File: src/hdl/gfbr_pkg.sv
// ----------------------------------------------------------------------------
// gfbr_pkg: shared types and constants for the gated FIFO burst release core
// Holds the status codes, the controller states, the per-cell control bundle
// and the fixed field widths of the result channel and the register port.
// ----------------------------------------------------------------------------
package gfbr_pkg;

  // Default sizing of the queue and of a stored identifier.
  localparam int DEFAULT_QUEUE_DEPTH = 16;
  localparam int DEFAULT_ID_WIDTH    = 32;

  // Fixed widths of the result fields and of the limit register.
  localparam int STATUS_W    = 3;
  localparam int OUT_ID_W    = 32;
  localparam int OUT_COUNT_W = 7;
  localparam int LIMIT_W     = 7;
  localparam int OUT_DATA_W  = 1 + OUT_ID_W + OUT_COUNT_W;

  // Register port.
  localparam int                  CFG_ADDR_W       = 3;
  localparam int                  CFG_DATA_W       = 32;
  localparam logic [CFG_ADDR_W-1:0] ADDR_BURST_LIMIT = 3'd0;

  // Input kinds carried in the input tuser.
  localparam logic OP_ARRIVE = 1'b0;
  localparam logic OP_SWITCH = 1'b1;

  // Result status codes.
  typedef enum logic [STATUS_W-1:0] {
    STAT_QUEUED        = 3'd0,
    STAT_PASSED        = 3'd1,
    STAT_NONE_WAITING  = 3'd2,
    STAT_RELEASED      = 3'd3,
    STAT_RELEASED_NONE = 3'd4,
    STAT_DROPPED       = 3'd5
  } status_t;

  // Controller states.
  typedef enum logic {
    ST_IDLE    = 1'b0,
    ST_RELEASE = 1'b1
  } state_t;

  // Control bundle driven into each queue cell.
  typedef struct packed {
    logic shift;  // take the neighbor's identifier (queue moves toward head)
    logic load;   // take the arriving identifier
  } cell_ctl_t;

endpackage

File: src/hdl/gfbr_cell.sv
// ----------------------------------------------------------------------------
// gfbr_cell: one slot of the shifting identifier queue
// Holds one identifier. On a release every cell takes its upper neighbor's
// value; on an arrival the cell at the fill level takes the new identifier.
// ----------------------------------------------------------------------------
module gfbr_cell #(
  parameter int ID_WIDTH = gfbr_pkg::DEFAULT_ID_WIDTH
) (
  input  logic                 clk,
  input  gfbr_pkg::cell_ctl_t  ctl,
  input  logic [ID_WIDTH-1:0]  nbr_id,
  input  logic [ID_WIDTH-1:0]  load_id,
  output logic [ID_WIDTH-1:0]  id_q
);
  import gfbr_pkg::*;

  logic [ID_WIDTH-1:0] id_r;
  logic [ID_WIDTH-1:0] id_nxt;

  // Shift has priority; the controller never shifts and loads together.
  always_comb begin
    id_nxt = id_r;
    if (ctl.shift) begin
      id_nxt = nbr_id;
    end else if (ctl.load) begin
      id_nxt = load_id;
    end
  end

  // Payload storage needs no reset.
  always_ff @(posedge clk) begin
    id_r <= id_nxt;
  end

  assign id_q = id_r;

endmodule

File: src/hdl/gated_fifo_burst_release_core.sv
// ----------------------------------------------------------------------------
// gated_fifo_burst_release_core: vehicle queue behind a red/green light
// An arrival transaction, and a switch transaction that does not start a
// burst, gives one result; arrivals can follow each other in consecutive
// cycles while the result channel does not stall. A switch that starts a
// burst of N releases keeps the block busy: it loads the release counter,
// then one release per cycle out of the queue's head cell, paced by the result channel.
// The queue is a row of QUEUE_DEPTH cells that shift toward the head on every
// release. Result fields: out_tuser holds status; out_tdata holds, from the
// lowest bit up, light_green, released_id (32 bits), queue_count (7 bits);
// out_tlast marks the final result of an input transaction. burst_limit lives
// at byte address 0 of the register port.
// ----------------------------------------------------------------------------
module gated_fifo_burst_release_core #(
  parameter int QUEUE_DEPTH = gfbr_pkg::DEFAULT_QUEUE_DEPTH,
  parameter int ID_WIDTH    = gfbr_pkg::DEFAULT_ID_WIDTH
) (
  input  logic                                    clk,
  input  logic                                    rst_n,
  // Input channel.
  input  logic                                    in_tvalid,
  output logic                                    in_tready,
  input  logic [((ID_WIDTH+7)/8)*8-1:0]           in_tdata,   // vehicle_id
  input  logic                                    in_tuser,   // op
  // Result channel.
  output logic                                    out_tvalid,
  input  logic                                    out_tready,
  output logic [gfbr_pkg::OUT_DATA_W-1:0]         out_tdata,  // light_green, released_id,
                                                              // queue_count
  output logic [gfbr_pkg::STATUS_W-1:0]           out_tuser,  // status
  output logic                                    out_tlast,  // last
  // Register port.
  input  logic                                    cfg_psel,
  input  logic                                    cfg_penable,
  input  logic                                    cfg_pwrite,
  input  logic [gfbr_pkg::CFG_ADDR_W-1:0]         cfg_paddr,
  input  logic [gfbr_pkg::CFG_DATA_W-1:0]         cfg_pwdata,
  output logic [gfbr_pkg::CFG_DATA_W-1:0]         cfg_prdata,
  output logic                                    cfg_pready
);
  import gfbr_pkg::*;

  localparam int CW = $clog2(QUEUE_DEPTH + 1);
  localparam logic [CW-1:0]      DEPTH_CNT = CW'(QUEUE_DEPTH);
  localparam logic [LIMIT_W-1:0] DEPTH_LIM = LIMIT_W'(QUEUE_DEPTH);

  // Register port.
  logic [LIMIT_W-1:0] burst_limit_r;
  logic               cfg_wr;

  assign cfg_pready = 1'b1;
  assign cfg_wr     = cfg_psel && cfg_penable && cfg_pwrite && cfg_pready;
  assign cfg_prdata = (cfg_paddr == ADDR_BURST_LIMIT) ? CFG_DATA_W'(burst_limit_r) : '0;

  always_ff @(posedge clk) begin
    if (!rst_n) begin
      burst_limit_r <= '0;
    end else if (cfg_wr && (cfg_paddr == ADDR_BURST_LIMIT)) begin
      burst_limit_r <= cfg_pwdata[LIMIT_W-1:0];
    end
  end

  // Control state.
  state_t             state_r, state_nxt;
  logic [CW-1:0]      count_r, count_nxt;
  logic               green_r, green_nxt;
  logic [LIMIT_W-1:0] rel_left_r, rel_left_nxt;

  // Output register.
  logic               out_valid_r, out_valid_nxt;
  status_t            out_status_r, out_status_nxt;
  logic               out_green_r, out_green_nxt;
  logic [OUT_ID_W-1:0] out_id_r, out_id_nxt;
  logic               out_last_r, out_last_nxt;
  logic [OUT_COUNT_W-1:0] out_count_r, out_count_nxt;

  // Queue row.
  cell_ctl_t          cell_ctl [QUEUE_DEPTH];
  logic [ID_WIDTH-1:0] cell_id [QUEUE_DEPTH];
  logic               do_shift, do_push;

  logic               slot_free, in_fire, emit;
  logic [ID_WIDTH-1:0] in_id;
  logic [LIMIT_W-1:0] limit_sat;
  logic               rel_last;

  assign slot_free = !out_valid_r || out_tready;
  assign in_tready = (state_r == ST_IDLE) && slot_free;
  assign in_fire   = in_tvalid && in_tready;
  assign in_id     = in_tdata[ID_WIDTH-1:0];
  assign limit_sat = (burst_limit_r > DEPTH_LIM) ? DEPTH_LIM : burst_limit_r;
  assign rel_last  = (rel_left_r == LIMIT_W'(1)) || (count_r == CW'(1));

  // Next state of the controller.
  always_comb begin
    state_nxt = state_r;
    case (state_r)
      ST_IDLE: begin
        if (in_fire && (in_tuser == OP_SWITCH) && !green_r &&
            (count_r != '0) && (limit_sat != '0)) begin
          state_nxt = ST_RELEASE;
        end
      end
      ST_RELEASE: begin
        if (slot_free && rel_last) begin
          state_nxt = ST_IDLE;
        end
      end
      default: state_nxt = ST_IDLE;
    endcase
  end

  // Controller outputs: queue control, light, counters and the next result.
  always_comb begin
    count_nxt      = count_r;
    green_nxt      = green_r;
    rel_left_nxt   = rel_left_r;
    do_shift       = 1'b0;
    do_push        = 1'b0;
    emit           = 1'b0;
    out_status_nxt = out_status_r;
    out_green_nxt  = out_green_r;
    out_id_nxt     = out_id_r;
    out_last_nxt   = out_last_r;
    case (state_r)
      ST_IDLE: begin
        if (in_fire) begin
          emit         = 1'b1;
          out_last_nxt = 1'b1;
          out_id_nxt   = '0;
          if (in_tuser == OP_ARRIVE) begin
            out_id_nxt    = OUT_ID_W'(in_id);
            out_green_nxt = green_r;
            if (green_r) begin
              out_status_nxt = STAT_PASSED;
            end else if (count_r >= DEPTH_CNT) begin
              out_status_nxt = STAT_DROPPED;
            end else begin
              out_status_nxt = STAT_QUEUED;
              do_push        = 1'b1;
              count_nxt      = count_r + CW'(1);
            end
          end else if (green_r) begin
            green_nxt      = 1'b0;
            out_status_nxt = STAT_NONE_WAITING;
            out_green_nxt  = 1'b0;
          end else if (count_r == '0) begin
            green_nxt      = 1'b1;
            out_status_nxt = STAT_NONE_WAITING;
            out_green_nxt  = 1'b1;
          end else if (limit_sat == '0) begin
            out_status_nxt = STAT_RELEASED_NONE;
            out_green_nxt  = 1'b0;
          end else begin
            // Burst starts: results come from the release state.
            emit         = 1'b0;
            rel_left_nxt = limit_sat;
          end
        end
      end
      ST_RELEASE: begin
        if (slot_free) begin
          emit           = 1'b1;
          do_shift       = 1'b1;
          out_status_nxt = STAT_RELEASED;
          out_green_nxt  = 1'b1;
          out_id_nxt     = OUT_ID_W'(cell_id[0]);
          out_last_nxt   = rel_last;
          count_nxt      = count_r - CW'(1);
          rel_left_nxt   = rel_last ? '0 : rel_left_r - LIMIT_W'(1);
        end
      end
      default: begin
        rel_left_nxt = '0;
      end
    endcase
    out_count_nxt = OUT_COUNT_W'(count_nxt);
    out_valid_nxt = emit ? 1'b1 : (out_tready ? 1'b0 : out_valid_r);
  end

  // Control registers.
  always_ff @(posedge clk) begin
    if (!rst_n) begin
      state_r     <= ST_IDLE;
      count_r     <= '0;
      green_r     <= 1'b0;
      rel_left_r  <= '0;
      out_valid_r <= 1'b0;
    end else begin
      state_r     <= state_nxt;
      count_r     <= count_nxt;
      green_r     <= green_nxt;
      rel_left_r  <= rel_left_nxt;
      out_valid_r <= out_valid_nxt;
    end
  end

  // Result payload register.
  always_ff @(posedge clk) begin
    if (emit) begin
      out_status_r <= out_status_nxt;
      out_green_r  <= out_green_nxt;
      out_id_r     <= out_id_nxt;
      out_last_r   <= out_last_nxt;
      out_count_r  <= out_count_nxt;
    end
  end

  assign out_tvalid = out_valid_r;
  assign out_tuser  = out_status_r;
  assign out_tdata  = {out_count_r, out_id_r, out_green_r};
  assign out_tlast  = out_last_r;

  // Row of queue cells; cell 0 is the oldest entry.
  for (genvar i = 0; i < QUEUE_DEPTH; i++) begin : g_cell
    logic [ID_WIDTH-1:0] nbr;
    if (i == QUEUE_DEPTH - 1) begin : g_end
      assign nbr = cell_id[i];
    end else begin : g_mid
      assign nbr = cell_id[i+1];
    end
    assign cell_ctl[i].shift = do_shift;
    assign cell_ctl[i].load  = do_push && (count_r == CW'(i));

    gfbr_cell #(
      .ID_WIDTH (ID_WIDTH)
    ) u_cell (
      .clk     (clk),
      .ctl     (cell_ctl[i]),
      .nbr_id  (nbr),
      .load_id (in_id),
      .id_q    (cell_id[i])
    );
  end

  // A burst only runs with something waiting and the light red.
  a_release_nonempty: assert property (@(posedge clk) disable iff (!rst_n)
    state_r == ST_RELEASE |-> (count_r != '0) && !green_r)
    else $error("release state entered with an empty queue or green light");

  // Arrivals on green never queue, so a green light means an empty queue.
  a_green_empty: assert property (@(posedge clk) disable iff (!rst_n)
    green_r |-> count_r == '0)
    else $error("queue holds entries while the light is green");

  // The fill level never passes the number of cells.
  a_count_bound: assert property (@(posedge clk) disable iff (!rst_n)
    count_r <= DEPTH_CNT)
    else $error("queue count exceeds depth");

  // The final release of a burst returns the controller to idle.
  a_burst_end: assert property (@(posedge clk) disable iff (!rst_n)
    (state_r == ST_RELEASE && emit && rel_last) |=> state_r == ST_IDLE)
    else $error("controller stayed in release after the last release");

endmodule
File: config.mk
export PLATFORM = sky130hd
export DESIGN_NAME = gated_fifo_burst_release_core
export DESIGN_NICKNAME = d
export VERILOG_FILES = /design/src/hdl/gfbr_pkg.sv /design/src/hdl/gfbr_cell.sv /design/src/hdl/gated_fifo_burst_release_core.sv
export SDC_FILE = /design/constraint.sdc
export NUM_CORES = 1
export LEC_CHECK = 0
export BUFFER_PORTS_ARGS = -buffer_cell sky130_fd_sc_hd__buf_2
export CORE_ASPECT_RATIO = 1.2
export CORE_MARGIN = 5
export CORE_UTILIZATION = 35
export CTS_CLUSTER_DIAMETER = 80
export CTS_CLUSTER_SIZE = 20
export DETAILED_ROUTE_END_ITERATION = 12
export PLACE_DENSITY = 0.51
export SLEW_MARGIN = 5
export SYNTH_ARGS = -nofsm -noshare
export SYNTH_HDL_FRONTEND = slang
export SYNTH_SLANG_ARGS = --single-unit
File: constraint.sdc
create_clock -name clk -period 12.61 [get_ports clk]
set_input_delay 1.261 -clock clk [delete_from_list [all_inputs] [get_ports clk]]
set_output_delay 1.261 -clock clk [all_outputs]
set_load 0.03 [all_outputs]
After elaboration in Yosys (flattened, before gate mapping)
Cells that the tools add are included.
{"block": "op_classes", "add_sub_neg": 3, "order_cmp": 2, "n_eq_ne": 23, "mux": 89, "n_bitwise": 2, "reduce_logical": 56}
{"operator": "$mux W32", "count": 33}
{"operator": "$pmux W32 S2", "count": 1}
{"operator": "$mux W7", "count": 9}
{"operator": "$eq A5 B4 Y1 const B", "count": 8}
{"operator": "$reduce_bool A2 Y1", "count": 16}
{"operator": "$logic_and A1 B1 Y1", "count": 26}
{"operator": "$mux W1", "count": 26}
{"operator": "$mux W5", "count": 5}
{"operator": "$mux W3", "count": 8}
{"operator": "$eq A5 B3 Y1 const B", "count": 4}
{"operator": "$pmux W7 S2", "count": 1}
{"operator": "$eq A5 B2 Y1 const B", "count": 2}
{"operator": "$ne A2 B2 Y1 const B", "count": 5}
{"operator": "$pmux W5 S2", "count": 1}
{"operator": "$pmux W1 S2", "count": 4}
{"operator": "$eq A7 B1 Y1 const B", "count": 1}
{"operator": "$gt A7 B5 Y1 const B", "count": 1}
{"operator": "$logic_not A7 Y1", "count": 1}
{"operator": "$reduce_bool A7 Y1", "count": 1}
{"operator": "$sub A7 B1 Y7 const B", "count": 1}
{"operator": "$pmux W3 S2", "count": 1}
{"operator": "$reduce_and A3 Y1", "count": 2}
{"operator": "$reduce_and A6 Y1", "count": 1}
{"operator": "$add A5 B1 Y5 const B", "count": 1}
{"operator": "13 further kinds", "count": 16}
{"block": "totals", "reg_bits": 576, "inputBits": 75, "out_inout_bits": 79, "wordCells": 202}

Depth between registers and ports, before layout
Gate-level depths: netlist of run 1.
{"block": "logic_depth", "word_depth": 10, "ltp_mapped": 8, "mapped_depth_nobuf": 8}

By module
A second synthesis of run 1 with hierarchy kept.
{"block": "hier_totals", "cells_unflattened": 1417, "hier_area_um2": 27506.4}
{"module": "gfbr_cell", "instances": 16, "cells_each": 69, "area_each_um2": 1507.7, "seq_area_each_um2": 960.9}
{"module": "gated_fifo_burst_release_core", "instances": 1, "cells_each": 313, "area_each_um2": 3383.2, "seq_area_each_um2": 1701.6}

Worst setup path before layout of run 1
Ideal clock, no wire load.
{"block": "synth_path", "kind": "input -> register", "startpoint": "input port in_tuser", "endpoint": "register g_cell[4].u_cell.id_r[0], enable pin", "setup_ns": 0.466, "arrival_ns": 4.356, "required_ns": 12.144, "path_slack_ns": 7.788, "path_stages": 4, "n_path_buf": 0, "cell_sequence": "or3_1 > nor4_4 > nand3b_1 > o21ai_0"}
{"block": "synth_via", "elab_chain_len": 5}
{"item": "start: declaration", "line": "gated_fifo_burst_release_core.sv:24", "rtl": "input logic in_tuser,"}
{"item": "$mux W1", "line": "gated_fifo_burst_release_core.sv:131", "rtl": "if (in_tuser == OP_ARRIVE) begin"}
{"item": "$mux W1", "line": "gated_fifo_burst_release_core.sv:127", "rtl": "if (in_fire) begin"}
{"item": "$mux W1", "line": "gated_fifo_burst_release_core.sv:125", "rtl": "case (state_r)"}
{"item": "$logic_and A1 B1 Y1", "line": "gated_fifo_burst_release_core.sv:223", "rtl": "assign cell_ctl[i].load = do_push && (count_r == CW'(i));"}
{"item": "$reduce_bool A2 Y1 (no line)"}
{"item": "end signal: assignment", "line": "gfbr_cell.sv:32", "rtl": "id_r <= id_nxt;"}
{"item": "end: declaration", "line": "gfbr_cell.sv:17", "rtl": "logic [ID_WIDTH-1:0] id_r;"}
No other way between the ends.
A chain may end at the register's enable or synchronous reset.

Final worst setup path of run 1
{"block": "layout_path", "startpoint": "register state_r", "endpoint": "register g_cell[4].u_cell.id_r[1], data pin"}
{"block": "layout_via", "elab_chain_len": 2}
{"item": "start: declaration", "line": "gated_fifo_burst_release_core.sv:64", "rtl": "state_t state_r, state_nxt;"}
{"item": "start signal: assignment", "line": "gated_fifo_burst_release_core.sv:190", "rtl": "state_r <= state_nxt;"}
{"item": "$mux W1", "line": "gated_fifo_burst_release_core.sv:125"}
{"item": "$mux W32", "line": "gfbr_cell.sv:23", "rtl": "if (ctl.shift) begin"}
{"item": "net g_cell[4].u_cell.id_nxt[1]", "line": "gfbr_cell.sv:18", "rtl": "logic [ID_WIDTH-1:0] id_nxt;"}
The timed path passes the listed nets, and every way through them passes these cells.

==> results of run 1 <==
-- power by group --
| part | leakage [uW] | internal, uW | total [uW] | switching (uW) |
|---|---|---|---|---|
| registers | 0.00521 | 2130 | 2140 | 10.8 |
| logic | 0.00472 | 76.3 | 211 | 135 |
| clock network | 0.000472 | 525 | 1130 | 609 |
-- flip-flops by register name (all words and copies together), names as in the netlist --
| signal | flops |
|---|---|
| out_tuser | 3 |
| rel_left_r | 7 |
| out_id_r | 32 |
| out_green_r | 1 |
| green_r | 1 |
| count_r | 5 |
| burst_limit_r | 7 |
| out_tlast | 1 |
| out_tvalid | 1 |
| out_count_r | 5 |
| g_cell.u_cell.id_q | 512 |
| state_r | 1 |
-- cells in the mapped netlist (2+ instances only) --
| cell | n | area share [%] |
|---|---|---|
| sky130_fd_sc_hd__a211oi_1 | 3 | 0.097 |
| sky130_fd_sc_hd__nor3_1 | 6 | 0.13 |
| sky130_fd_sc_hd__a21oi_1 | 13 | 0.28 |
| sky130_fd_sc_hd__buf_2 | 25 | 0.54 |
| sky130_fd_sc_hd__inv_2 | 2 | 0.032 |
| sky130_fd_sc_hd__nand2b_1 | 33 | 0.89 |
| sky130_fd_sc_hd__or4_1 | 2 | 0.065 |
| sky130_fd_sc_hd__clkbuf_1 | 110 | 1.8 |
| sky130_fd_sc_hd__nand3_1 | 4 | 0.086 |
| sky130_fd_sc_hd__and2_1 | 43 | 1.2 |
| sky130_fd_sc_hd__nand3b_1 | 2 | 0.065 |
| sky130_fd_sc_hd__mux2i_1 | 7 | 0.30 |
| sky130_fd_sc_hd__nor4_1 | 3 | 0.081 |
| sky130_fd_sc_hd__dfxtp_1 | 22 | 1.9 |
| sky130_fd_sc_hd__buf_1 | 5 | 0.081 |
| sky130_fd_sc_hd__o22ai_1 | 2 | 0.054 |
| sky130_fd_sc_hd__or3_1 | 2 | 0.054 |
| sky130_fd_sc_hd__o21ai_0 | 54 | 1.2 |
| sky130_fd_sc_hd__ha_1 | 8 | 0.43 |
| sky130_fd_sc_hd__buf_4 | 29 | 0.94 |
| sky130_fd_sc_hd__xnor2_1 | 2 | 0.076 |
| sky130_fd_sc_hd__or2_2 | 3 | 0.081 |
| sky130_fd_sc_hd__a21oi_2 | 2 | 0.076 |
| sky130_fd_sc_hd__a21o_1 | 480 | 16 |
| sky130_fd_sc_hd__inv_1 | 7 | 0.11 |
| sky130_fd_sc_hd__nand2_1 | 51 | 0.83 |
| sky130_fd_sc_hd__and3_1 | 2 | 0.054 |
| sky130_fd_sc_hd__nor2_1 | 23 | 0.37 |
| sky130_fd_sc_hd__conb_1 | 2 | 0.032 |
| sky130_fd_sc_hd__edfxtp_1 | 554 | 72 |
-- metrics by stage --
step | setup WS [ps] | hold WS [ps] | std cells | power, uW
after floorplan | 7790 | 444 | 1548 | 2340
after global placement | 8280 | 467 | 2342 | 2400
after detailed placement | 8270 | 467 | 2342 | 2400
after CTS | 8630 | 482 | 2388 | 3540
after global routing | 8410 | 517 | 2388 | 3630
final | 8760 | 484 | 2388 | 3490
-- cells by family (layout without fill, tap and decap cells) --
logic type	after synthesis	count (layout)	synth area share (%)
buffers and inverters	179	179	3.50
and+or+nand+nor	181	181	4.19
xor gates and xnor gates	3	3	0.113
AOI/OAI and AO/OA	566	566	17.8
adders and majority gates	8	8	0.432
other	2	28	0.0324
muxes	7	7	0.302
DFF	576	576	73.7
-- cells in the final DEF (no fill, tap or decap), types with 3 or more instances in the layout --
| cell type | n |
|---|---|
| sky130_fd_sc_hd__mux2i_1 | 7 |
| sky130_fd_sc_hd__conb_1 | 28 |
| sky130_fd_sc_hd__nor3_1 | 6 |
| sky130_fd_sc_hd__clkbuf_16 | 36 |
| sky130_fd_sc_hd__nand2_1 | 49 |
| sky130_fd_sc_hd__and2_1 | 43 |
| sky130_fd_sc_hd__ha_1 | 8 |
| sky130_fd_sc_hd__or2_2 | 3 |
| sky130_fd_sc_hd__nand2b_1 | 33 |
| sky130_fd_sc_hd__a21oi_1 | 13 |
| sky130_fd_sc_hd__o21ai_0 | 39 |
| sky130_fd_sc_hd__a211oi_1 | 3 |
| sky130_fd_sc_hd__o21ai_4 | 15 |
| sky130_fd_sc_hd__buf_4 | 22 |
| sky130_fd_sc_hd__edfxtp_1 | 554 |
| sky130_fd_sc_hd__buf_2 | 100 |
| sky130_fd_sc_hd__nor4_1 | 3 |
| sky130_fd_sc_hd__a21o_1 | 480 |
| sky130_fd_sc_hd__clkbuf_1 | 5 |
| sky130_fd_sc_hd__nand3_1 | 4 |
| sky130_fd_sc_hd__dfxtp_1 | 21 |
| sky130_fd_sc_hd__inv_1 | 7 |
| sky130_fd_sc_hd__nor2_1 | 22 |
-- worst reg2reg max path: cells and delay by family (launching register included) --
kind	cells	cell delay, ps
simple gates	1	410
compound gates	1	290
flops	1	970
buf+inv	3	2050
-- layer usage --
layer	vias up	GRT usage (%)	routed length [um]	part of all wire (%)
met1	6395	18.6	22800	46
li1	5634	-	-	-
met2	185	22.2	24000	49
met4	4	3.04	862	1.7
met5	-	0	21	0.043
met3	52	1.70	1640	3.3
-- path summary, 6_finish.rpt --
path / slack [ps] / from / depth (start not counted) / end
worst min-delay path: 480 / rel_left_r[6] / 2 / rel_left_r[6]
worst min register to register: 480 / rel_left_r[6] / 2 / rel_left_r[6]
worst max-delay path: 8760 / state_r / 5 / g_cell[4].u_cell.id_q[1]
worst max register to register: 8760 / state_r / 5 / g_cell[4].u_cell.id_q[1]
-- cell type report --
type / instances / area [um2]
Fill cell: 6171 / 40300
Sequential cell: 576 / 17100
Multi-Input combinational cell: 793 / 5570
Tap cell: 840 / 1050
Clock buffer: 41 / 920
Timing Repair Buffer: 123 / 686
Clock inverter: 5 / 53.8
Inverter: 10 / 37.5
==> PnR_summary.wiki, run 1 <==
{| class="wikitable"
! Metric !! Value
|-
| Slew at the pin closest to its max-slew limit || 1280 ps
|-
| Post-detailed-placement half-perimeter wirelength || 26,000 um
|-
| Count of clock tree sinks || 576
|-
| Fraction of synthesis flops using an asynchronous set or reset pin || 0%
|-
| TritonCTS buffer count || 35
|-
| Maximum number of pins on one net before global-route repair || 267
|-
| Number of primary I/O pins || 154
|-
| Crit path launch type || flop
|-
| Total of endpoints with negative setup slack in the final report || 0
|-
| Most frequently used flop master after synthesis || sky130_fd_sc_hd__edfxtp_1
|-
| TritonCTS clock tree || built
|-
| Worst-path clk slew || 90 ps
|-
| Crit path arrival time || 4250 ps
|-
| Static Leakage || 0.0104 uW
|-
| Worst IR Drop VDD || 0.0000827 V
|-
| CTS Root Cell || sky130_fd_sc_hd__clkbuf_16
|-
| Crit-path max cell delay || 970 ps
|-
| Die width || 245 um
|-
| Number of standard-cell rows in the floorplan || 103
|-
| Post-synthesis instance area || 0.0232 mm2
|-
| Final setup TNS || 0 ps
|-
| Worst skew pair latency || 550 ps
|-
| Hold-fix buffers, CTS || 0
|-
| Area growth syn-to-layout || 9.58%
|-
| Per-cell routed wire length || 20.6 um
|-
| Vias in the first global route || 12,300
|-
| Resized Gates After CTS || 0
|-
| Max FO, Critical Path || 266
|-
| Die Outline Area || 0.0715 mm2
|-
| Utilization of the core after routing || 38.6%
|-
| Max Slew Vio Count || 0
|-
| Deepest clock path buffer count || 3
|-
| Post-synthesis cell type count || 51
|-
| Share of the yosys chip area belonging to registers || 73.7%
|-
| Placer Congestion || 0.745
|-
| Category of the critical setup timing path || reg2reg
|-
| Warnings from Yosys || 0
|-
| FF+latch count, synth || 576
|-
| Total Routing Usage GR || 13.3%
|-
| Antenna Diode Count || 0
|-
| DRC errors left || 0
|-
| Final Routed Wirelength || 49,300 um
|-
| Final period utilization || 30.6%
|-
| Final min period || 3850 ps
|-
| Mean Syn Cell Area || 15.2 um2
|-
| Outcome || completed
|-
| Clk_skew || 19.5 ps
|-
| Post-route cell area || 0.0254 mm2
|-
| H-tree Lvls || 2
|-
| Core area || 0.0657 mm2
|-
| # Post-CTS Setup Buffers || 0
|-
| Setup repair after global routing missed its margin || no
|-
| Iteration count of the initial detailed-routing pass || 5
|-
| Req. time, crit path || 13,010 ps
|-
| Nets || 1,622
|-
| Number of violations reported at the end of detailed-routing iteration 0 || 978
|-
| Total number of vias || 12,300
|-
| Global-route wire length before repair || 74,800 um
|-
| Kind of cell with the highest combined delay on the critical path || buffers and inverters
|-
| Top achievable clock speed || 259 MHz
|-
| Number of port buffers || 100
|-
| Starting density of the core || 35.3%
|-
| Count of antenna-violating nets left after detailed routing || 0
|-
| Slowest stage cell on the critical path || sky130_fd_sc_hd__dfxtp_4
|-
| Placement Cell Area || 0.0244 mm2
|-
| Global route overflow || 0
|-
| CP Buf/Inv Count || 3
|-
| Hold violation count in the final report || 0
|-
| Ratio of cells with drive above 1 in the final layout || 12.7%
|-
| Cell Pwr Density || 137 mW/mm2
|-
| Sequence of cells on the critical path || inv_2 > nor2_4 > buf_12 > buf_4 > a21o_1
|-
| Max-Cap Viols || 0
|-
| Min-delay worst type || reg2reg
|-
| Number of antenna violations at the first check in global routing || 3
|-
| Cells after synthesis || 1,522
|-
| Kind of capture point of the worst setup path || flop
|-
| Number of enable flip-flop cells after synthesis || 554
|-
| Vias per Instance || 5.14
|-
| Tightest slew margin relative to the limit || 14.6%
|-
| Die height || 292 um
|}
Note: power is estimated with default switching activity, not from simulation.
==> run 2, diff against run 1 <==
--- a/config.mk
+++ b/config.mk
@@ -12,7 +12,7 @@
 export CTS_CLUSTER_DIAMETER = 80
 export CTS_CLUSTER_SIZE = 20
 export DETAILED_ROUTE_END_ITERATION = 12
-export PLACE_DENSITY = 0.51
+export PLACE_DENSITY = 0.53
 export SLEW_MARGIN = 5
 export SYNTH_ARGS = -nofsm -noshare
 export SYNTH_HDL_FRONTEND = slang
==> constraint.sdc (replaced) <==
create_clock -name clk -period 3.3 [get_ports clk]
set_input_delay 0.33 -clock clk [delete_from_list [all_inputs] [get_ports clk]]
set_output_delay 0.33 -clock clk [all_outputs]
set_load 0.03 [all_outputs]
==> run 2 against run 1 <==
- worst setup slack got worse by 8100 ps
- sequential power rose to 3.8 times the previous value
- clock skew fell by 7.9 ps
- sequential share of layout area down 1.1 points
- global-route usage shrank 0.17 points
- via count increased by 0.59%
- die area unchanged
==> PnR_summary.wiki, run 2 (synthesized netlist as in run 1, its figures left out) <==
{| class="wikitable"
! Metric !! Value
|-
| Worst reg-to-reg setup slack || 690 ps (-8070 ps)
|-
| Met3 routed WL || 1580 um (-3.6%)
|-
| Start of the worst register-to-register path || green_r
|-
| Final min period || 2610 ps (-1240 ps)
|-
| Final Instance Count excl. Fillers || 2,428 (+1.7%)
|-
| Critical path origin || green_r
|-
| Number of violations reported at the end of detailed-routing iteration 0 || 958 (-2.0%)
|-
| Core area || 0.0657 mm2 (unchanged)
|-
| Deepest clock path buffer count || 3 (unchanged)
|-
| CTS Root Cell || sky130_fd_sc_hd__clkbuf_16
|-
| Vias per Instance || 5.08 (-1.1%)
|-
| Iteration count of the initial detailed-routing pass || 7 (+2)
|-
| Hold violation count in the final report || 0 (unchanged)
|-
| Starting density of the core || 35.3% (unchanged)
|-
| Most common cell after layout, fill and taps aside || sky130_fd_sc_hd__edfxtp_1
|-
| Req. time, crit path || 3500 ps (-9510 ps)
|-
| Area growth syn-to-layout || 11.4%
|-
| Top achievable clock speed || 383 MHz (+48%)
|-
| Worst skew pair latency || 540 ps (about the same)
|-
| Die width || 245 um (unchanged)
|-
| Category of the critical setup timing path || reg2reg
|-
| Count of cells along the worst register-to-register path || 5 (unchanged)
|-
| Setup repair after global routing missed its margin || no
|-
| Cell Pwr Density || 510 mW/mm2 (+270%)
|-
| Highest layer used for signal routing || met4
|-
| Placer Congestion || 0.744 (-0.13%)
|-
| Max FO, Critical Path || 21 (-92%)
|-
| Nets || 1,664 (+2.6%)
|-
| Ratio of cells with drive above 1 in the final layout || 13.1% (+0.44 points)
|-
| TritonCTS buffer count || 34 (-2.9%)
|-
| Count of clock tree sinks || 576 (unchanged)
|-
| DRC errors left || 0 (unchanged)
|-
| Number of antenna violations at the first check in global routing || 1 (-2)
|-
| H-tree Lvls || 2 (unchanged)
|-
| Outcome || completed
|-
| Resized Gates After CTS || 0 (unchanged)
|-
| Total number of vias || 12,300 (+0.59%)
|-
| Total of endpoints with negative setup slack in the final report || 0 (unchanged)
|-
| Die height || 292 um (unchanged)
|-
| Tightest slew margin relative to the limit || 34.7% (+20 points)
|-
| Max-Cap Viols || 0 (unchanged)
|-
| Leading cell types in the layout, fill and taps excluded || sky130_fd_sc_hd__edfxtp_1, sky130_fd_sc_hd__a21o_1, sky130_fd_sc_hd__buf_2
|-
| Number of port buffers || 100 (unchanged)
|-
| Hold-fix buffers, CTS || 27 (+27)
|-
| Kind of capture point of the worst setup path || flop
|-
| Total Routing Usage GR || 13.1% (-0.17 points)
|-
| Worst-path clk slew || 80 ps (about the same)
|-
| Static Leakage || 0.0106 uW (+1.9%)
|-
| Slew at the pin closest to its max-slew limit || 977 ps (-304 ps)
|-
| Count of antenna-violating nets left after detailed routing || 0 (unchanged)
|-
| Vias in the first global route || 12,500 (+1.3%)
|-
| Min-delay worst type || in2reg
|-
| Number of flip-flops under the largest register name || 512 (unchanged)
|-
| Crit path to || g_cell[7].u_cell.id_q[18]
|-
| Worst IR Drop VDD || 0.000292 V (+250%)
|-
| Per-cell routed wire length || 19.9 um (-3.5%)
|-
| Post-detailed-placement half-perimeter wirelength || 28,100 um (+8.0%)
|-
| # Post-CTS Setup Buffers || 0 (unchanged)
|-
| RR Endpoint || g_cell[7].u_cell.id_q[18]
|-
| Global route overflow || 0 (unchanged)
|-
| Crit path arrival time || 2810 ps (-1440 ps)
|-
| Number of standard-cell rows in the floorplan || 103 (unchanged)
|-
| Crit path launch type || flop
|-
| Final setup TNS || 0 ps (unchanged)
|-
| Die Outline Area || 0.0715 mm2 (unchanged)
|-
| TritonCTS clock tree || built
|-
| Clk_skew || 11.6 ps (-7.91 ps)
|-
| Length of routed met2 wiring || 23,700 um (-1.3%)
|-
| Global-route wire length before repair || 74,400 um (-0.63%)
|-
| Max Slew Vio Count || 0 (unchanged)
|-
| Final period utilization || 79.1% (+49 points)
|-
| Maximum number of pins on one net before global-route repair || 177 (-34%)
|-
| Final Routed Wirelength || 48,300 um (-1.9%)
|-
| Detailed-route wire length on metal 1 || 22,400 um (-1.6%)
|-
| DP Cell Count || 2,358 (+0.68%)
|-
| Number of primary I/O pins || 154 (unchanged)
|-
| Worst hold path startpoint || in_tdata[18]
|}
[run 2: changes by cell type in the layout (fill, tap and decap cells not counted), sizes merged]
cell	previous run	this run
dlygate4sd3	0	27
buf	123	139
clkbuf	41	40
clkinv	3	2
clkinvlp	1	0
diode	0	1
inv	11	10
[run 2: stage by stage]
step / hold WS [ps] / setup WS (ps) / util (%) / total power, uW / area (um2)
4_1_cts: 0.348 / 694 / 39.3 / 13400 / 25800
6_report: 21.5 / 689 / 39.3 / 13200 / 25800
2_1_floorplan: 429 / -721 / - / 8950 / 23300
5_1_grt: 3.77 / 584 / 39.3 / 13800 / 25800
3_3_place_gp: 457 / 672 / 37.5 / 9170 / 24600
3_5_place_dp: 473 / 664 / 37.5 / 9180 / 24600
[run 2: final cells by class]
cell class,instances,area (um2)
antenna,1,2.50
clock buffer,40,905
clock inverter,2,12.5
fill,6142,39900
inverter,10,37.5
multi-input combinational,793,5570
sequential,576,17100
tap,840,1050
timing repair buffer,166,1160
[run 2: layer usage]
layer  global-route usage (%)  vias to the layer above
met5                        0                        -
met4                     2.75                        0
met3                     1.61                       39
met2                     22.2                      192
met1                     18.3                     6398
li1                         -                     5714
[run 2: how the worst min path moves through the flow]
stage,end,depth (start not counted)
after detailed placement,rel_left_r[6],2
after global routing,g_cell[15].u_cell.id_q[18],1
after CTS,g_cell[15].u_cell.id_q[18],1
final,g_cell[15].u_cell.id_q[18],1
after global placement,rel_left_r[6],2
after floorplan,g_cell[15].u_cell.id_q[0],0
[run 2: report_power, final]
part | switching [uW] | internal, uW
clock | 2210 | 1940
sequential | 38.7 | 8140
combinational | 529 | 317
total | 2780 | 10400
[run 2: worst max-delay path, cell delays in order, from the launching register on]
cell and delay, ps:
sky130_fd_sc_hd__dfxtp_1 380, sky130_fd_sc_hd__or3_1 450, sky130_fd_sc_hd__nor4_4 350, sky130_fd_sc_hd__nand3b_1 420, sky130_fd_sc_hd__o21ai_4 270, sky130_fd_sc_hd__buf_4 390
==> run 3, diff against run 2 <==
--- a/config.mk
+++ b/config.mk
@@ -5,6 +5,7 @@
 export SDC_FILE = /design/constraint.sdc
 export NUM_CORES = 1
 export LEC_CHECK = 0
+export ABC_AREA = 1
 export BUFFER_PORTS_ARGS = -buffer_cell sky130_fd_sc_hd__buf_2
 export CORE_ASPECT_RATIO = 1.2
 export CORE_MARGIN = 5
==> constraint.sdc (replaced) <==
create_clock -name clk -period 2.1 [get_ports clk]
set_input_delay 0.21 -clock clk [delete_from_list [all_inputs] [get_ports clk]]
set_output_delay 0.21 -clock clk [all_outputs]
set_load 0.03 [all_outputs]
==> run 3 against run 2 <==
- global-route usage increased by 1.2 points
- sequential power grew 56%
- clock power is 69% higher
- worst hold slack improved by 81 ps
- critical path depth up 1
- clock-buffer cell count grew 1
- utilization up 0.77 points
- synthesized cell count up 34%
- first-iteration DRC count rose by 12%
- sequential cell count is the same
- critical endpoint is now g_cell[10].u_cell.id_q[11]
- highest routed layer unchanged
==> PnR_summary.wiki, run 3 <==
{| class="wikitable"
! Metric !! Value
|-
| Outcome || completed
|-
| Max FO, Critical Path || 32 (+52%)
|-
| Vias in the first global route || 15,100 (+21%)
|-
| Number of primary I/O pins || 154 (unchanged)
|-
| Kind of capture point of the worst setup path || flop
|-
| Number of flip-flops under the largest register name || 512 (unchanged)
|-
| Number of cells on the worst hold path || 6 (+5)
|-
| Placement-stage worst setup slack || 32.2 ps (-631 ps)
|-
| Worst IR Drop VDD || 0.000661 V (+130%)
|-
| Max-Cap Viols || 0 (unchanged)
|-
| Hold violation count in the final report || 0 (unchanged)
|-
| Top cells by instance count after synthesis || sky130_fd_sc_hd__nand2_1, sky130_fd_sc_hd__edfxtp_1, sky130_fd_sc_hd__buf_2
|-
| TritonCTS clock tree || built
|-
| Met1 Use GR || 18.5% (+0.22 points)
|-
| Start of the worst register-to-register path || green_r
|-
| Starting density of the core || 35.2% (about the same)
|-
| Global route overflow || 0 (unchanged)
|-
| Count of clock tree sinks || 576 (unchanged)
|-
| Number of antenna violations at the first check in global routing || 0 (-1)
|-
| Per-cell routed wire length || 17.4 um (-12%)
|-
| Worst skew pair latency || 550 ps (about the same)
|-
| CTS Root Cell || sky130_fd_sc_hd__clkbuf_16
|-
| Crit path launch type || flop
|-
| Global routing met3 resource utilization || 1.71% (+0.10 points)
|-
| Min-delay worst type || in2reg
|-
| Area growth syn-to-layout || 13.7%
|-
| Cells after synthesis || 2,047 (+34%)
|-
| Hold-critical path endpoint || out_tvalid
|-
| Static Leakage || 0.00980 uW (-7.6%)
|-
| Number of enable flip-flop cells after synthesis || 554 (unchanged)
|-
| Total Routing Usage GR || 14.3% (+1.2 points)
|-
| RR Endpoint || g_cell[10].u_cell.id_q[11]
|-
| Leading cell type by number of instances after synthesis || sky130_fd_sc_hd__nand2_1
|-
| Final Routed Wirelength || 52,500 um (+8.5%)
|-
| Fraction of synthesis flops using an asynchronous set or reset pin || 0% (unchanged)
|-
| TritonCTS buffer count || 36 (+5.9%)
|-
| Most frequently used flop master after synthesis || sky130_fd_sc_hd__edfxtp_1
|-
| Mean Syn Cell Area || 11.3 um2 (-26%)
|-
| Final period utilization || 93.2% (+14 points)
|-
| Tightest slew margin relative to the limit || 56.5% (+22 points)
|-
| Total number of vias || 14,500 (+18%)
|-
| Top achievable clock speed || 511 MHz (+33%)
|-
| Dominant cells by area after synthesis || sky130_fd_sc_hd__edfxtp_1, sky130_fd_sc_hd__nand2_1, sky130_fd_sc_hd__dfxtp_1, sky130_fd_sc_hd__buf_2, sky130_fd_sc_hd__nand3_1
|-
| Count of cells along the worst register-to-register path || 6 (+1)
|-
| FF+latch count, synth || 576 (unchanged)
|-
| Die height || 292 um (about the same)
|-
| Cell Pwr Density || 802 mW/mm2 (+57%)
|-
| Most used routing layer in global routing || met2
|-
| Final min period || 1960 ps (-653 ps)
|-
| H-tree Lvls || 2 (unchanged)
|-
| Most common cell after layout, fill and taps aside || sky130_fd_sc_hd__nand2_1
|-
| Nets || 2,241 (+35%)
|-
| Share of the yosys chip area belonging to registers || 73.7% (about the same)
|-
| Worst hold path startpoint || out_tready
|-
| Clk_skew || 18.3 ps (+6.74 ps)
|-
| Worst reg-to-reg setup slack || 140 ps (-550 ps)
|-
| Final setup TNS || 0 ps (unchanged)
|-
| Number of violations reported at the end of detailed-routing iteration 0 || 1,072 (+12%)
|-
| Leading cell types in the layout, fill and taps excluded || sky130_fd_sc_hd__nand2_1, sky130_fd_sc_hd__edfxtp_1, sky130_fd_sc_hd__buf_2
|-
| Cell taking the most area after synthesis || sky130_fd_sc_hd__edfxtp_1
|-
| Global Route met2 Usage || 26.0% (+3.8 points)
|-
| Antenna Diode Count || 0 (-1)
|-
| Ratio of cells with drive above 1 in the final layout || 11.4% (-1.8 points)
|-
| Slew at the pin closest to its max-slew limit || 652 ps (-325 ps)
|-
| Die Outline Area || 0.0714 mm2 (about the same)
|-
| Post-detailed-placement half-perimeter wirelength || 32,300 um (+15%)
|-
| Warnings from Yosys || 0 (unchanged)
|-
| Placement Cell Area || 0.0249 mm2 (+1.0%)
|-
| Vias per Instance || 4.84 (-4.8%)
|-
| Post-route cell area || 0.0263 mm2 (+2.0%)
|-
| Placer Congestion || 0.826 (+11%)
|-
| Iteration count of the initial detailed-routing pass || 5 (-2)
|-
| Setup slack after layout || 142 ps (-547 ps)
|-
| Req. time, crit path || 2330 ps (-1170 ps)
|-
| Die width || 245 um (about the same)
|-
| Deepest clock path buffer count || 3 (unchanged)
|-
| Synth top area share || 71.8% (about the same)
|-
| Setup repair after global routing missed its margin || no
|-
| Post-synthesis cell type count || 25 (-51%)
|-
| # Post-CTS Setup Buffers || 0 (unchanged)
|-
| Max Slew Vio Count || 0 (unchanged)
|-
| Maximum number of pins on one net before global-route repair || 140 (-21%)
|-
| Count of antenna-violating nets left after detailed routing || 0 (unchanged)
|-
| Global-route wire length before repair || 83,100 um (+12%)
|-
| Total of endpoints with negative setup slack in the final report || 0 (unchanged)
|-
| Number of standard-cell rows in the floorplan || 103 (unchanged)
|-
| Category of the critical setup timing path || reg2reg
|-
| Post-synthesis instance area || 0.0232 mm2 (about the same)
|-
| Number of port buffers || 100 (unchanged)
|-
| Worst-path clk slew || 80 ps (about the same)
|-
| Core area || 0.0657 mm2 (unchanged)
|-
| DRC errors left || 0 (unchanged)
|-
| Crit path arrival time || 2190 ps (-620 ps)
|}
## run 3: cell types whose count changed after synthesis, moves of 43 or more
cell and change:
sky130_fd_sc_hd__nand2_1 +1034, sky130_fd_sc_hd__buf_2 +62, sky130_fd_sc_hd__clkbuf_1 -99, sky130_fd_sc_hd__nand3_1 +58, sky130_fd_sc_hd__and2_1 -43, sky130_fd_sc_hd__a21o_1 -480
## run 3: cell type report
class	count	area (um2)
inverters	44	169
clock buffers	41	941
flip-flops and latches	576	17100
fillers	6313	39400
multi-input cells	1320	5530
clock inverters	6	80.1
well taps	840	1050
repair buffers	180	1480
## run 3: logic make-up after synthesis
logic type / Yosys count / synth area share [%]
AND/OR/NAND/NOR: 1235 / 20.8
flip-flops: 576 / 73.7
buffers and inverters: 177 / 3.91
AO/OA/AOI/OAI: 47 / 1.05
adder cells (fa/ha/maj): 8 / 0.432
XOR/XNOR: 2 / 0.0756
other: 2 / 0.0324
## run 3: metrics by stage
step                instances  util, %  total power [uW]  hold WS [ps]
floorplan                2073        -             13900           309
global placement         2919     37.9             14300           437
detailed placement       2919     37.9             14300           439
CTS                      3007     40.0             21400          63.2
global route             3007     40.1             21900           132
finish                   3007     40.1             21100           102
## run 3: critical path, stage by stage, from the launching register on
cell	delay [ps]
sky130_fd_sc_hd__dfxtp_1	340
sky130_fd_sc_hd__inv_1	140
sky130_fd_sc_hd__nand3_1	170
sky130_fd_sc_hd__nor2_4	230
sky130_fd_sc_hd__nand3_2	220
sky130_fd_sc_hd__o21ai_4	220
sky130_fd_sc_hd__buf_12	250
## run 3: how the worst max path moves through the flow
stage	startpoint	end	slack, ps	depth (start not counted)
floorplan	count_r[4]	g_cell[2].u_cell.id_q[0]	-8	5
global placement	count_r[1]	out_id_r[16]	80	9
detailed placement	count_r[0]	out_id_r[13]	30	9
CTS	count_r[0]	out_id_r[13]	9	9
global route	count_r[0]	out_id_r[18]	20	9
finish	green_r	g_cell[10].u_cell.id_q[11]	140	6
## run 3: timing repair
item                                    CTS  global route
hold buffers                             41             0
endpoints found under the hold margin    73             0
resized for setup                         0             2
endpoints found under the setup margin    0           151
## run 3: routing by layer
metal	vias to the layer above	wire, um
met2	194	27300
met1	7411	23000
met5	-	0
li1	6893	-
met3	50	1390
met4	0	807
## run 3: report_power, final
part	switching [uW]	total, uW	internal [uW]
Sequential	50.0	12800	12800
Clock	3690	7040	3350
Combinational	902	1230	333
